--- config.mk ---
export PLATFORM = sky130hd
export DESIGN_NAME = pid_antiwindup_controller_unit
export DESIGN_NICKNAME = d
export VERILOG_FILES = /design/src/pidaw_pkg.sv /design/src/pidaw_cfg.sv /design/src/pidaw_ctrl.sv /design/src/pidaw_dp.sv /design/src/pid_antiwindup_controller_unit.sv
export SDC_FILE = /design/constraint.sdc
export NUM_CORES = 2
export LEC_CHECK = 0
export ABC_AREA = 1
export BUFFER_PORTS_ARGS = -buffer_cell sky130_fd_sc_hd__clkbuf_2
export CORE_ASPECT_RATIO = 0.7
export CORE_MARGIN = 2
export CORE_UTILIZATION = 41
export CTS_CLUSTER_SIZE = 8
export DETAILED_ROUTE_END_ITERATION = 10
export GPL_TIMING_DRIVEN = 1
export PLACE_DENSITY = 0.68
export SLEW_MARGIN = 20
export SYNTH_ARGS = -nofsm -noshare
export SYNTH_HDL_FRONTEND = slang
export SYNTH_SLANG_ARGS = --single-unit
--- constraint.sdc ---
create_clock -name clk -period 13.9 [get_ports clk]
set_input_delay 1.39 -clock clk [delete_from_list [all_inputs] [get_ports clk]]
set_output_delay 1.39 -clock clk [all_outputs]
set_load 0.03 [all_outputs]
--- src/pidaw_pkg.sv ---
// Shared types, constants and saturation helpers for the PID controller with
// back-calculation anti-windup. No dependencies; every other file imports it.
package pidaw_pkg;

  localparam int DATA_W  = 32;  // signal, gain and limit width (Q16.16)
  localparam int INTEG_W = 48;  // integral accumulator width (Q32.16)
  localparam int STEP_W  = 16;  // control period width (Q0.16)
  localparam int FRAC_W  = 16;  // fraction bits dropped after a product
  localparam int OP_W    = 33;  // shared multiplier operand width
  localparam int PROD_W  = 2 * OP_W;
  localparam int SUM_W   = 64;  // drive accumulator width
  localparam int UPD_W   = 52;  // integral update sum width
  localparam int IDX_W   = 3;   // configuration index width

  // Configuration register indexes
  typedef enum logic [IDX_W-1:0] {
    REG_PROP_GAIN   = 3'd0,
    REG_DERIV_GAIN  = 3'd1,
    REG_INTEG_GAIN  = 3'd2,
    REG_WINDUP_GAIN = 3'd3,
    REG_DRIVE_LOW   = 3'd4,
    REG_DRIVE_HIGH  = 3'd5,
    REG_STEP_TIME   = 3'd6,
    REG_BYPASS_MODE = 3'd7
  } reg_index_t;

  typedef struct packed {
    logic signed [DATA_W-1:0] prop_gain;
    logic signed [DATA_W-1:0] deriv_gain;
    logic signed [DATA_W-1:0] integ_gain;
    logic signed [DATA_W-1:0] windup_gain;
    logic signed [DATA_W-1:0] drive_low;
    logic signed [DATA_W-1:0] drive_high;
    logic [STEP_W-1:0]        step_time;
    logic                     bypass_mode;
  } cfg_t;

  // Operand pair for the shared multiplier
  typedef enum logic [2:0] {
    MUL_P    = 3'd0,
    MUL_D    = 3'd1,
    MUL_IHI  = 3'd2,
    MUL_ILO  = 3'd3,
    MUL_EDT  = 3'd4,
    MUL_WIND = 3'd5
  } mul_sel_t;

  // How the last product folds into the drive accumulator
  typedef enum logic [1:0] {
    ADD_HOLD  = 2'd0,
    ADD_SHIFT = 2'd1,
    ADD_FULL  = 2'd2
  } add_sel_t;

  typedef struct packed {
    logic     load;
    logic     mul_en;
    mul_sel_t mul_sel;
    add_sel_t add_sel;
    logic     clamp_en;
    logic     update_en;
    logic     out_load;
  } dp_cmd_t;

  typedef struct packed {
    logic out_free;
  } dp_sts_t;

  localparam logic signed [DATA_W-1:0] DATA_MAX = {1'b0, {(DATA_W-1){1'b1}}};
  localparam logic signed [DATA_W-1:0] DATA_MIN = {1'b1, {(DATA_W-1){1'b0}}};
  localparam logic signed [INTEG_W-1:0] INTEG_MAX = {1'b0, {(INTEG_W-1){1'b1}}};
  localparam logic signed [INTEG_W-1:0] INTEG_MIN = {1'b1, {(INTEG_W-1){1'b0}}};

  // Saturate a one-bit-grown difference to the signal width
  function automatic logic signed [DATA_W-1:0] sat_diff(input logic signed [DATA_W:0] x);
    logic signed [DATA_W-1:0] r;
    if (x[DATA_W] != x[DATA_W-1]) begin
      r = x[DATA_W] ? DATA_MIN : DATA_MAX;
    end else begin
      r = x[DATA_W-1:0];
    end
    return r;
  endfunction

  // Saturate the drive sum to the signal width
  function automatic logic signed [DATA_W-1:0] sat_sum(input logic signed [SUM_W-1:0] x);
    logic signed [SUM_W-1:0] hi;
    logic signed [SUM_W-1:0] lo;
    logic signed [DATA_W-1:0] r;
    hi = {{(SUM_W-DATA_W){1'b0}}, DATA_MAX};
    lo = {{(SUM_W-DATA_W){1'b1}}, DATA_MIN};
    if (x > hi) begin
      r = DATA_MAX;
    end else if (x < lo) begin
      r = DATA_MIN;
    end else begin
      r = x[DATA_W-1:0];
    end
    return r;
  endfunction

  // Saturate the integral update to the accumulator width
  function automatic logic signed [INTEG_W-1:0] sat_integ(input logic signed [UPD_W-1:0] x);
    logic signed [UPD_W-1:0] hi;
    logic signed [UPD_W-1:0] lo;
    logic signed [INTEG_W-1:0] r;
    hi = {{(UPD_W-INTEG_W){1'b0}}, INTEG_MAX};
    lo = {{(UPD_W-INTEG_W){1'b1}}, INTEG_MIN};
    if (x > hi) begin
      r = INTEG_MAX;
    end else if (x < lo) begin
      r = INTEG_MIN;
    end else begin
      r = x[INTEG_W-1:0];
    end
    return r;
  endfunction

endpackage

--- src/pidaw_cfg.sv ---
// Configuration register file for the PID controller.
// Depends on pidaw_pkg for the register index codes and cfg_t.
module pidaw_cfg (
  input  logic                                clk,
  input  logic                                rst,
  input  logic                                cfg_valid,
  output logic                                cfg_ready,
  input  logic [pidaw_pkg::IDX_W-1:0]         cfg_index,
  input  logic [pidaw_pkg::DATA_W-1:0]        cfg_data,
  output pidaw_pkg::cfg_t                     cfg
);
  import pidaw_pkg::*;

  // Take a write word every cycle
  assign cfg_ready = 1'b1;

  // Write the addressed register
  always_ff @(posedge clk) begin
    if (rst) begin
      cfg.prop_gain   <= '0;
      cfg.deriv_gain  <= '0;
      cfg.integ_gain  <= '0;
      cfg.windup_gain <= '0;
      cfg.drive_low   <= DATA_MIN;
      cfg.drive_high  <= DATA_MAX;
      cfg.step_time   <= STEP_W'(66);
      cfg.bypass_mode <= 1'b0;
    end else if (cfg_valid && cfg_ready) begin
      case (reg_index_t'(cfg_index))
        REG_PROP_GAIN:   cfg.prop_gain   <= cfg_data;
        REG_DERIV_GAIN:  cfg.deriv_gain  <= cfg_data;
        REG_INTEG_GAIN:  cfg.integ_gain  <= cfg_data;
        REG_WINDUP_GAIN: cfg.windup_gain <= cfg_data;
        REG_DRIVE_LOW:   cfg.drive_low   <= cfg_data;
        REG_DRIVE_HIGH:  cfg.drive_high  <= cfg_data;
        REG_STEP_TIME:   cfg.step_time   <= cfg_data[STEP_W-1:0];
        REG_BYPASS_MODE: cfg.bypass_mode <= cfg_data[0];
        default: ;
      endcase
    end
  end

endmodule

--- src/pidaw_ctrl.sv ---
// Sequencer for the PID datapath: walks one sample through the shared
// multiplier, clamp and integral update. Depends on pidaw_pkg.
module pidaw_ctrl (
  input  logic               clk,
  input  logic               rst,
  input  logic               in_valid,
  output logic               in_ready,
  input  logic               bypass_mode,
  input  pidaw_pkg::dp_sts_t sts,
  output pidaw_pkg::dp_cmd_t cmd
);
  import pidaw_pkg::*;

  typedef enum logic [9:0] {
    S_IDLE  = 10'b00_0000_0001,
    S_P     = 10'b00_0000_0010,
    S_D     = 10'b00_0000_0100,
    S_IHI   = 10'b00_0000_1000,
    S_ILO   = 10'b00_0001_0000,
    S_EDT   = 10'b00_0010_0000,
    S_CLAMP = 10'b00_0100_0000,
    S_WIND  = 10'b00_1000_0000,
    S_UPD   = 10'b01_0000_0000,
    S_OUT   = 10'b10_0000_0000
  } state_t;

  state_t state;
  state_t state_next;

  // Advance the state
  always_ff @(posedge clk) begin
    if (rst) begin
      state <= S_IDLE;
    end else begin
      state <= state_next;
    end
  end

  // Issue datapath commands per step
  always_comb begin
    state_next  = state;
    in_ready    = 1'b0;
    cmd         = '0;
    cmd.mul_sel = MUL_P;
    cmd.add_sel = ADD_HOLD;
    case (state)
      S_IDLE: begin
        in_ready = 1'b1;
        if (in_valid) begin
          cmd.load   = 1'b1;
          state_next = bypass_mode ? S_OUT : S_P;
        end
      end
      S_P: begin
        cmd.mul_en  = 1'b1;
        cmd.mul_sel = MUL_P;
        state_next  = S_D;
      end
      S_D: begin
        cmd.mul_en  = 1'b1;
        cmd.mul_sel = MUL_D;
        cmd.add_sel = ADD_SHIFT;
        state_next  = S_IHI;
      end
      S_IHI: begin
        cmd.mul_en  = 1'b1;
        cmd.mul_sel = MUL_IHI;
        cmd.add_sel = ADD_SHIFT;
        state_next  = S_ILO;
      end
      S_ILO: begin
        cmd.mul_en  = 1'b1;
        cmd.mul_sel = MUL_ILO;
        cmd.add_sel = ADD_FULL;
        state_next  = S_EDT;
      end
      S_EDT: begin
        cmd.mul_en  = 1'b1;
        cmd.mul_sel = MUL_EDT;
        cmd.add_sel = ADD_SHIFT;
        state_next  = S_CLAMP;
      end
      S_CLAMP: begin
        cmd.clamp_en = 1'b1;
        state_next   = S_WIND;
      end
      S_WIND: begin
        cmd.mul_en  = 1'b1;
        cmd.mul_sel = MUL_WIND;
        state_next  = S_UPD;
      end
      S_UPD: begin
        cmd.update_en = 1'b1;
        state_next    = S_OUT;
      end
      S_OUT: begin
        // Hold the result until the output register is free
        if (sts.out_free) begin
          cmd.out_load = 1'b1;
          state_next   = S_IDLE;
        end
      end
      default: begin
        state_next = S_IDLE;
      end
    endcase
  end

`ifndef SYNTHESIS
  a_out_load_free: assert property (@(posedge clk) disable iff (rst)
    cmd.out_load |-> sts.out_free)
    else $error("result word loaded while output register still full");
`endif

endmodule

--- src/pidaw_dp.sv ---
// Datapath of the PID controller: error forming, shared 33x33 multiplier,
// drive accumulator, clamp, integral state and output register. Uses pidaw_pkg.
module pidaw_dp (
  input  logic                               clk,
  input  logic                               rst,
  input  pidaw_pkg::dp_cmd_t                 cmd,
  output pidaw_pkg::dp_sts_t                 sts,
  input  pidaw_pkg::cfg_t                    cfg,
  input  logic signed [pidaw_pkg::DATA_W-1:0] target,
  input  logic signed [pidaw_pkg::DATA_W-1:0] target_rate,
  input  logic signed [pidaw_pkg::DATA_W-1:0] feedforward,
  input  logic signed [pidaw_pkg::DATA_W-1:0] measured,
  input  logic signed [pidaw_pkg::DATA_W-1:0] measured_rate,
  input  logic                               clear,
  output logic                               out_valid,
  input  logic                               out_ready,
  output logic signed [pidaw_pkg::DATA_W-1:0] drive,
  output logic signed [pidaw_pkg::DATA_W-1:0] current_error
);
  import pidaw_pkg::*;

  // Controller state
  logic signed [INTEG_W-1:0] integ;
  logic signed [DATA_W-1:0]  last_err;

  // Working registers
  logic signed [DATA_W-1:0] rate_err;
  logic signed [SUM_W-1:0]  acc;
  logic signed [PROD_W-1:0] prod;
  logic signed [DATA_W-1:0] drive_r;
  logic signed [DATA_W-1:0] edt;
  logic signed [DATA_W:0]   diff;

  // Combinational values
  logic signed [DATA_W-1:0]  err_next;
  logic signed [DATA_W-1:0]  rerr_next;
  logic signed [OP_W-1:0]    op_a;
  logic signed [OP_W-1:0]    op_b;
  logic signed [PROD_W-1:0]  prod_sh;
  logic signed [DATA_W-1:0]  uncl;
  logic signed [DATA_W-1:0]  clamped;
  logic signed [DATA_W:0]    diff_next;
  logic signed [UPD_W-1:0]   ext_integ;
  logic signed [UPD_W-1:0]   ext_edt;
  logic signed [UPD_W-1:0]   wterm;
  logic signed [UPD_W-1:0]   upd;

  // Form tracking and rate errors
  assign err_next  = sat_diff({target[DATA_W-1], target} - {measured[DATA_W-1], measured});
  assign rerr_next = sat_diff({target_rate[DATA_W-1], target_rate}
                              - {measured_rate[DATA_W-1], measured_rate});

  // Select multiplier operands; the integral term is split into high and low halves
  always_comb begin
    op_a = {cfg.prop_gain[DATA_W-1], cfg.prop_gain};
    op_b = {last_err[DATA_W-1], last_err};
    case (cmd.mul_sel)
      MUL_P: begin
        op_a = {cfg.prop_gain[DATA_W-1], cfg.prop_gain};
        op_b = {last_err[DATA_W-1], last_err};
      end
      MUL_D: begin
        op_a = {cfg.deriv_gain[DATA_W-1], cfg.deriv_gain};
        op_b = {rate_err[DATA_W-1], rate_err};
      end
      MUL_IHI: begin
        op_a = {cfg.integ_gain[DATA_W-1], cfg.integ_gain};
        op_b = {integ[INTEG_W-1], integ[INTEG_W-1:FRAC_W]};
      end
      MUL_ILO: begin
        op_a = {cfg.integ_gain[DATA_W-1], cfg.integ_gain};
        op_b = {{(OP_W-FRAC_W){1'b0}}, integ[FRAC_W-1:0]};
      end
      MUL_EDT: begin
        op_a = {last_err[DATA_W-1], last_err};
        op_b = {{(OP_W-STEP_W){1'b0}}, cfg.step_time};
      end
      MUL_WIND: begin
        op_a = {cfg.windup_gain[DATA_W-1], cfg.windup_gain};
        op_b = diff;
      end
      default: ;
    endcase
  end

  // Floor of product over 2^16
  assign prod_sh = prod >>> FRAC_W;

  // Saturate and clamp the drive; low limit first, then high
  always_comb begin
    uncl    = sat_sum(acc);
    clamped = uncl;
    if (clamped < cfg.drive_low) begin
      clamped = cfg.drive_low;
    end
    if (clamped > cfg.drive_high) begin
      clamped = cfg.drive_high;
    end
    diff_next = {uncl[DATA_W-1], uncl} - {clamped[DATA_W-1], clamped};
  end

  // Integral update with back-calculation
  assign ext_integ = {{(UPD_W-INTEG_W){integ[INTEG_W-1]}}, integ};
  assign ext_edt   = {{(UPD_W-DATA_W){edt[DATA_W-1]}}, edt};
  assign wterm     = prod_sh[UPD_W-1:0];
  assign upd       = ext_integ + ext_edt - wterm;

  // Hold state; clear and error capture happen as the word is taken
  always_ff @(posedge clk) begin
    if (rst) begin
      integ     <= '0;
      last_err  <= '0;
      out_valid <= 1'b0;
    end else begin
      if (cmd.load) begin
        if (clear) begin
          integ    <= '0;
          last_err <= '0;
        end
        if (!cfg.bypass_mode) begin
          last_err <= err_next;
        end
      end
      if (cmd.update_en) begin
        integ <= sat_integ(upd);
      end
      if (cmd.out_load) begin
        out_valid <= 1'b1;
      end else if (out_ready) begin
        out_valid <= 1'b0;
      end
    end
  end

  // Working and output payload registers
  always_ff @(posedge clk) begin
    if (cmd.load) begin
      rate_err <= rerr_next;
      acc      <= {{(SUM_W-DATA_W){feedforward[DATA_W-1]}}, feedforward};
      drive_r  <= target;
    end
    if (cmd.mul_en) begin
      prod <= op_a * op_b;
    end
    case (cmd.add_sel)
      ADD_SHIFT: acc <= acc + prod_sh[SUM_W-1:0];
      ADD_FULL:  acc <= acc + prod[SUM_W-1:0];
      default: ;
    endcase
    if (cmd.clamp_en) begin
      drive_r <= clamped;
      diff    <= diff_next;
      edt     <= prod_sh[DATA_W-1:0];
    end
    if (cmd.out_load) begin
      drive         <= drive_r;
      current_error <= last_err;
    end
  end

  assign sts.out_free = !out_valid || out_ready;

`ifndef SYNTHESIS
  a_clamp_range: assert property (@(posedge clk) disable iff (rst)
    cmd.clamp_en && (cfg.drive_low <= cfg.drive_high)
    |=> (drive_r >= $past(cfg.drive_low)) && (drive_r <= $past(cfg.drive_high)))
    else $error("clamped drive outside limits");
  a_clamp_inverted: assert property (@(posedge clk) disable iff (rst)
    cmd.clamp_en && (cfg.drive_low > cfg.drive_high)
    |=> drive_r == $past(cfg.drive_high))
    else $error("inverted limits must give the high limit");
`endif

endmodule

--- src/pid_antiwindup_controller_unit.sv ---
// Top level of the PID controller with back-calculation anti-windup.
// Instantiates pidaw_cfg, pidaw_ctrl and pidaw_dp; types from pidaw_pkg.
//
// channel | handshake             | payload
// --------+-----------------------+------------------------------------------------
// in      | in_valid / in_ready   | target, target_rate, feedforward, measured,
//         |                       | measured_rate, clear
// out     | out_valid / out_ready | drive, current_error
// cfg     | cfg_valid / cfg_ready | cfg_index, cfg_data
//
// A closed-loop word runs six passes through the one shared 33x33 multiplier,
// a clamp step and an integral update before the next accept; a bypass word
// goes straight to the output step. The result sits in an output register, so
// a new word is taken while it waits; only the final load of a later result
// stalls. Reset is synchronous: configuration registers return to their
// defaults, integral and error to zero. Configuration words are taken every cycle.
module pid_antiwindup_controller_unit (
  input  logic                                clk,
  input  logic                                rst,
  input  logic                                in_valid,
  output logic                                in_ready,
  input  logic signed [pidaw_pkg::DATA_W-1:0] target,
  input  logic signed [pidaw_pkg::DATA_W-1:0] target_rate,
  input  logic signed [pidaw_pkg::DATA_W-1:0] feedforward,
  input  logic signed [pidaw_pkg::DATA_W-1:0] measured,
  input  logic signed [pidaw_pkg::DATA_W-1:0] measured_rate,
  input  logic                                clear,
  output logic                                out_valid,
  input  logic                                out_ready,
  output logic signed [pidaw_pkg::DATA_W-1:0] drive,
  output logic signed [pidaw_pkg::DATA_W-1:0] current_error,
  input  logic                                cfg_valid,
  output logic                                cfg_ready,
  input  logic [pidaw_pkg::IDX_W-1:0]         cfg_index,
  input  logic [pidaw_pkg::DATA_W-1:0]        cfg_data
);
  import pidaw_pkg::*;

  cfg_t    cfg;
  dp_cmd_t cmd;
  dp_sts_t sts;

  // Register file
  pidaw_cfg u_cfg (
    .clk       (clk),
    .rst       (rst),
    .cfg_valid (cfg_valid),
    .cfg_ready (cfg_ready),
    .cfg_index (cfg_index),
    .cfg_data  (cfg_data),
    .cfg       (cfg)
  );

  // Sequencer
  pidaw_ctrl u_ctrl (
    .clk         (clk),
    .rst         (rst),
    .in_valid    (in_valid),
    .in_ready    (in_ready),
    .bypass_mode (cfg.bypass_mode),
    .sts         (sts),
    .cmd         (cmd)
  );

  // Arithmetic and state
  pidaw_dp u_dp (
    .clk           (clk),
    .rst           (rst),
    .cmd           (cmd),
    .sts           (sts),
    .cfg           (cfg),
    .target        (target),
    .target_rate   (target_rate),
    .feedforward   (feedforward),
    .measured      (measured),
    .measured_rate (measured_rate),
    .clear         (clear),
    .out_valid     (out_valid),
    .out_ready     (out_ready),
    .drive         (drive),
    .current_error (current_error)
  );

`ifndef SYNTHESIS
  a_busy_after_accept: assert property (@(posedge clk) disable iff (rst)
    in_valid && in_ready |=> !in_ready)
    else $error("input word taken while previous word still in work");
`endif

endmodule

Word-level counts from Yosys, hierarchy flattened
Index checks and enable logic that the tools add are counted.
{ "totals": {"regBits": 623, "in_bits": 201, "output_inout_bits": 67, "wordCells": 120} }
{ "op_classes": {"addsub": 7, "mul": 1, "n_lt_le_gt_ge": 6, "eq_ne": 29, "n_mux": 36, "reduce_logical": 21} }
{ "ops": {"columns": ["op", "n"], "rows": [
  ["$mux W32", 12],
  ["$mux W48", 5],
  ["$pmux W33 S5", 1],
  ["$pmux W33 S4", 1],
  ["$add A64 B64 Y64", 2],
  ["$pmux W64 S2", 1],
  ["$pmux W10 S10", 1],
  ["$sub A32 B32 Y33", 3],
  ["$mul A33 B33 Y66", 1],
  ["$gt A64 B32 Y1 const B", 1],
  ["$lt A64 B32 Y1 const B", 1],
  ["$mux W64", 1],
  ["$gt A52 B48 Y1 const B", 1],
  ["$lt A52 B48 Y1 const B", 1],
  ["$sub A49 B50 Y51", 1],
  ["$add A48 B32 Y49", 1],
  ["$gt A32 B32 Y1", 1],
  ["$lt A32 B32 Y1", 1],
  ["$mux W10", 3],
  ["$pmux W4 S6", 1],
  ["$reduce_and A2 Y1", 11],
  ["$eq A3 B3 Y1 const B", 6],
  ["$eq A3 B2 Y1 const B", 4],
  ["$eq A10 B1 Y1 const B", 1],
  ["23 further kinds", 38]
]} }

Longest topological paths before layout
{ "logic_depth": {"ltp_word": 8, "depth_mapped": 57, "depth_no_buf": 53} }

Modules after synthesis
A second synthesis with hierarchy kept.
{ "unflattened": {"hier_cells": 10025, "hier_area_um2": 80105.6} }
{ "by_module_without_submodules": {"columns": ["mod", "instances", "cells_per_inst", "area_per_inst_um2"], "rows": [
  ["pidaw_dp", 1, 8768, 71339.7],
  ["pidaw_cfg", 1, 1153, 8127.8],
  ["pidaw_ctrl", 1, 104, 638.1]
]} }

Least setup slack after synthesis
No wires, ideal clock.
{ "synth_path": {"path_type": "flip-flop to flip-flop", "startpoint": "register u_ctrl.state[6]", "endpoint": "register u_dp.prod[59], data pin", "setup_time_ps": 276, "arrival_ps": 9538, "slack_ps": 4086, "stages_incl_launch_ff": 41, "path_buffers": 2, "period_less_slack_ps": 9814, "path_cell_list": "dfxtp_1 nor2_1 inv_2 nor2_4 inv_2 nor3_1 nor2_2 ha_1 nand3_4 nand2_4 nor2_8 nand2_1 inv_2 buf_6 nand2_1 o21ai_0 a221oi_1 o211ai_1 [5 not listed] inv_1 fa_1 fa_1 fa_1 inv_1 fa_1 fa_1 fa_1 fa_1 inv_1 ha_1 nand2_1 nor2_1 inv_1 nor2_1 inv_1 o311ai_0 xor2_1"} }
{ "synth_between": {"elab_chain_len": 6, "word_cells_on_any_way": 16, "cone_classes": "mul: 1; eq/ne: 11; mux: 3; reduce/logical: 1"} }
{ "synth_lines": {"columns": ["item", "line_no", "text"], "rows": [
  ["start: declaration", "pidaw_ctrl.sv:27", "state_t state;"],
  ["start signal: assignment", "pidaw_ctrl.sv:35", "state <= state_next;"],
  ["$eq A10 B8 Y1 (tied with other cells)", "pidaw_ctrl.sv:46", "case (state)"],
  ["$pmux W4 S6 *", "pidaw_ctrl.sv:46", null],
  ["$eq A3 B2 Y1", "pidaw_dp.sv:57", "case (cmd.mul_sel)"],
  ["$reduce_or A2 Y1 (no source line)", null, null],
  ["$pmux W33 S4", "pidaw_dp.sv:57", null],
  ["$mul A33 B33 Y66 *", "pidaw_dp.sv:143", "prod <= op_a * op_b;"],
  ["end signal: assignment", "pidaw_dp.sv:143", null],
  ["end: declaration", "pidaw_dp.sv:29", "logic signed [PROD_W-1:0] prod;"]
]} }
Every way passes the cells marked *; elsewhere a longest branch is shown, timed or not.
A chain may end at the register's enable or synchronous reset.

Worst setup path in the final report
{ "layout_path": {"startpoint": "register u_ctrl.state[6]", "endpoint": "register u_dp.prod[45], data pin"} }
Same word-level chain as after synthesis.

==> results.tsv <==
stage	metric	value	unit
clocking	cts_setup_buffers	0	
timing	drv_slew	0	
placement	place_congestion	1.03	
timing	finalSetupViolCount	0	
clocking	cts_tree	yes	
detailed_routing	avgViaCountPerCell	5.61	
yosys	syn_nets	11600	
detailed_routing	wl	314000	um
global_route	grt_pass1_wl	459000	um
final_layout	syn_to_final_growth	8.06	%
detailed_routing	postRouteAntennaNets	0	
final_layout	fin_area	84900	um2
global_route	top_usage_layer	met1	
yosys	syn_inst	9747	
final_layout	final_common_cell	inv_1	
clocking	cts_resized	0	
global_route	grt_usage	32.0	%
timing	clock_skew	0.0494	ns
global_route	overflow	0	
yosys	synth_edf_count	323	
critical_path	crit_fanout	33	
yosys	ys.flop_type	edfxtp_1	
timing	period_share	94.9	%
critical_path	cp_data_required_time	14.21	ns
die	die_x	527	um
timing	slew_headroom	14.8	%
global_route	grtUsageMet2	41.7	%
critical_path	end_kind	register	
critical_path	critPathLaunchType	register	
clocking	clkTransAtPathRegs	0.06	ns
global_route	antenna_found_initial	15	
yosys	syn_area	78600	um2
yosys	synth_seq_cells	623	
power_and_ir_drop	power_leakage	40.7	nW
timing	fin_setup_tns	0	ns
placement	portBuffers	266	
yosys	synth.distinct_cells	76	
timing	clock.fmax	75.8	MHz
clocking	numCtsBuffers	87	
global_route	grt_pass1_vias	68300	
placement	place_hpwl	254000	um
timing	rsz0062_at_grt	false	
detailed_routing	vias	69900	
detailed_routing	firstDrtPassIters	8	
power_and_ir_drop	ir_worst_vdd	94.7	uV
clocking	hold_buffers	0	
timing	period_needed	13.19	ns
critical_path	cpPeakStageDelay	1.17	ns
clocking	htree_levels	3	
placement	dpl-instance-area	82400	um2
power_and_ir_drop	powerDensity	86.3	nW/um2
detailed_routing	wire_per_inst	25.2	um
die	start_util	41.2	%
yosys	yosysSeqAreaShare	20.0	%
global_route	gr-usage-met3	12.6	%
final_layout	fin_nets	11800	
clocking	cts-root-buf	clkbuf_16	
die	rows	134	
yosys	avgSynthCellArea	8.06	um2
detailed_routing	drtIter0Drc	9079	
clocking	clkSinkCount	623	
global_route	grt_use_met1	47.6	%
die	die_h	370	um
timing	finalHoldViolations	0	
die	coreArea	191000	um2
run_status	status	complete, no violations	
clocking	clock_latency	0.71	ns
critical_path	cp.arrival	13.50	ns
detailed_routing	drc	0	
min_path	hp-class	register to register	
yosys	yosysWarningCount	0	
die	die-area	195000	um2
yosys	async_flop_share	0	%
final_layout	mostFrequentLayoutCells	1934 x inv_1, 1898 x nand2_1, 1176 x fa_1, 1020 x nor2_1, 570 x a21oi_1	
job	cap_violations	0	
clocking	clk_path_buf_depth	3	
final_layout	drive_above_1_share	6.67	%
critical_path	path_class	register to register	
die	ioPinCount	268	
critical_path	crit_slowest_cell	clkinv_1	
timing	worst_pin_slew	1.27	ns
global_route	grt_max_degree	93	
final_layout	fillers	18800	
critical path: cells and delay by family, from the launching register on:
family                     cells  cell delay (ns)
buffers and inverters         13             3.10
and+or+nand+nor               14             2.77
DFF                            1             0.37
AOI/OAI and AO/OA              5             2.12
adders and majority gates     10             4.34
synthesized netlist by cell type (all sizes together), types with 12 or more instances:
library cell / n / share of area, %
inv: 1990 / 9.5
nand2: 1914 / 9.2
fa: 1176 / 30
nor2: 1042 / 5.1
a21oi: 575 / 3.7
o21ai: 531 / 3.4
ha: 495 / 7.9
nand3: 328 / 2.1
edfxtp: 323 / 12
dfxtp: 300 / 7.6
clkbuf: 187 / 0.89
buf: 163 / 1.3
xor2: 126 / 1.4
xnor2: 90 / 1.0
a31oi: 84 / 0.67
o211ai: 63 / 0.60
or2: 47 / 0.37
nor3: 39 / 0.28
o2111ai: 29 / 0.33
nand4: 27 / 0.21
a21boi: 25 / 0.24
a22oi: 24 / 0.24
o21a: 24 / 0.23
o21bai: 18 / 0.17
a21o: 16 / 0.15
nor4: 15 / 0.12
clkinv: 12 / 0.059
cell type report:
type	count	area, um2	area share [%]
Multi-Input combinational cell	6772	53800	63.3
Timing Repair Buffer	393	2290	2.69
Antenna cell	4	10.0	0.0118
Clock inverter	4	98.8	0.116
Tap cell	2516	3150	3.71
Clock buffer	147	2400	2.83
Sequential cell	623	15700	18.5
Inverter	2002	7520	8.86
metal layers:
layer  up-vias  share of wire, %
met4        22               3.5
met3       630                15
li1      30500                 -
met1     34300                43
met5         -              0.15
met2      4466                37
stage by stage:
| step | hold WS [ns] | util (%) | worst slack (ns) | power [mW] | std cells |
|---|---|---|---|---|---|
| global route | 0.420 | 44.6 | 0.457 | 7.66 | 12500 |
| CTS | 0.412 | 44.6 | 1.47 | 7.23 | 12500 |
| detailed placement | 0.405 | 43.2 | 1.54 | 5.16 | 12300 |
| finish | 0.409 | 44.6 | 0.710 | 7.33 | 12500 |
| global placement | 0.404 | 43.2 | 1.07 | 5.13 | 12300 |
| floorplan | 0.400 | - | 4.09 | 4.08 | 9747 |
logic make-up after synthesis:
| group | Yosys count | synth area share [%] |
|---|---|---|
| compound gates | 1455 | 10.5 |
| xor+xnor | 216 | 2.41 |
| fa+ha+maj | 1671 | 37.8 |
| buf+inv | 2352 | 11.7 |
| flops | 623 | 20.0 |
| other cells | 1 | 0.00477 |
| simple gates | 3429 | 17.5 |
flip-flops by register name (all words and copies together), names as in the netlist:
register and cells:
u_cfg.cfg 209, u_dp.prod 66, u_dp.acc 64, u_dp.integ 48, u_dp.diff 33, u_dp.current_error 32, u_dp.drive 32, u_dp.drive_r 32
u_dp.edt 32, u_dp.last_err 32, u_dp.rate_err 32, u_ctrl.state 10, u_dp.out_valid 1
worst paths after layout:
check                    from        endpoint  slack [ns]  cells after the start
min          u_dp.drive_r[13]  u_dp.drive[13]        0.41                      0
max           u_ctrl.state[6]   u_dp.prod[45]        0.71                     42
max reg2reg   u_ctrl.state[6]   u_dp.prod[45]        0.71                     42
min reg2reg  u_dp.drive_r[13]  u_dp.drive[13]        0.41                      0
where the power goes:
group	total (mW)	switching (mW)	internal [mW]
clock	2.09	0.915	1.17
sequential	2.23	0.124	2.11
combinational	3.01	2.07	0.943
Power figures use the tool's default switching activity.
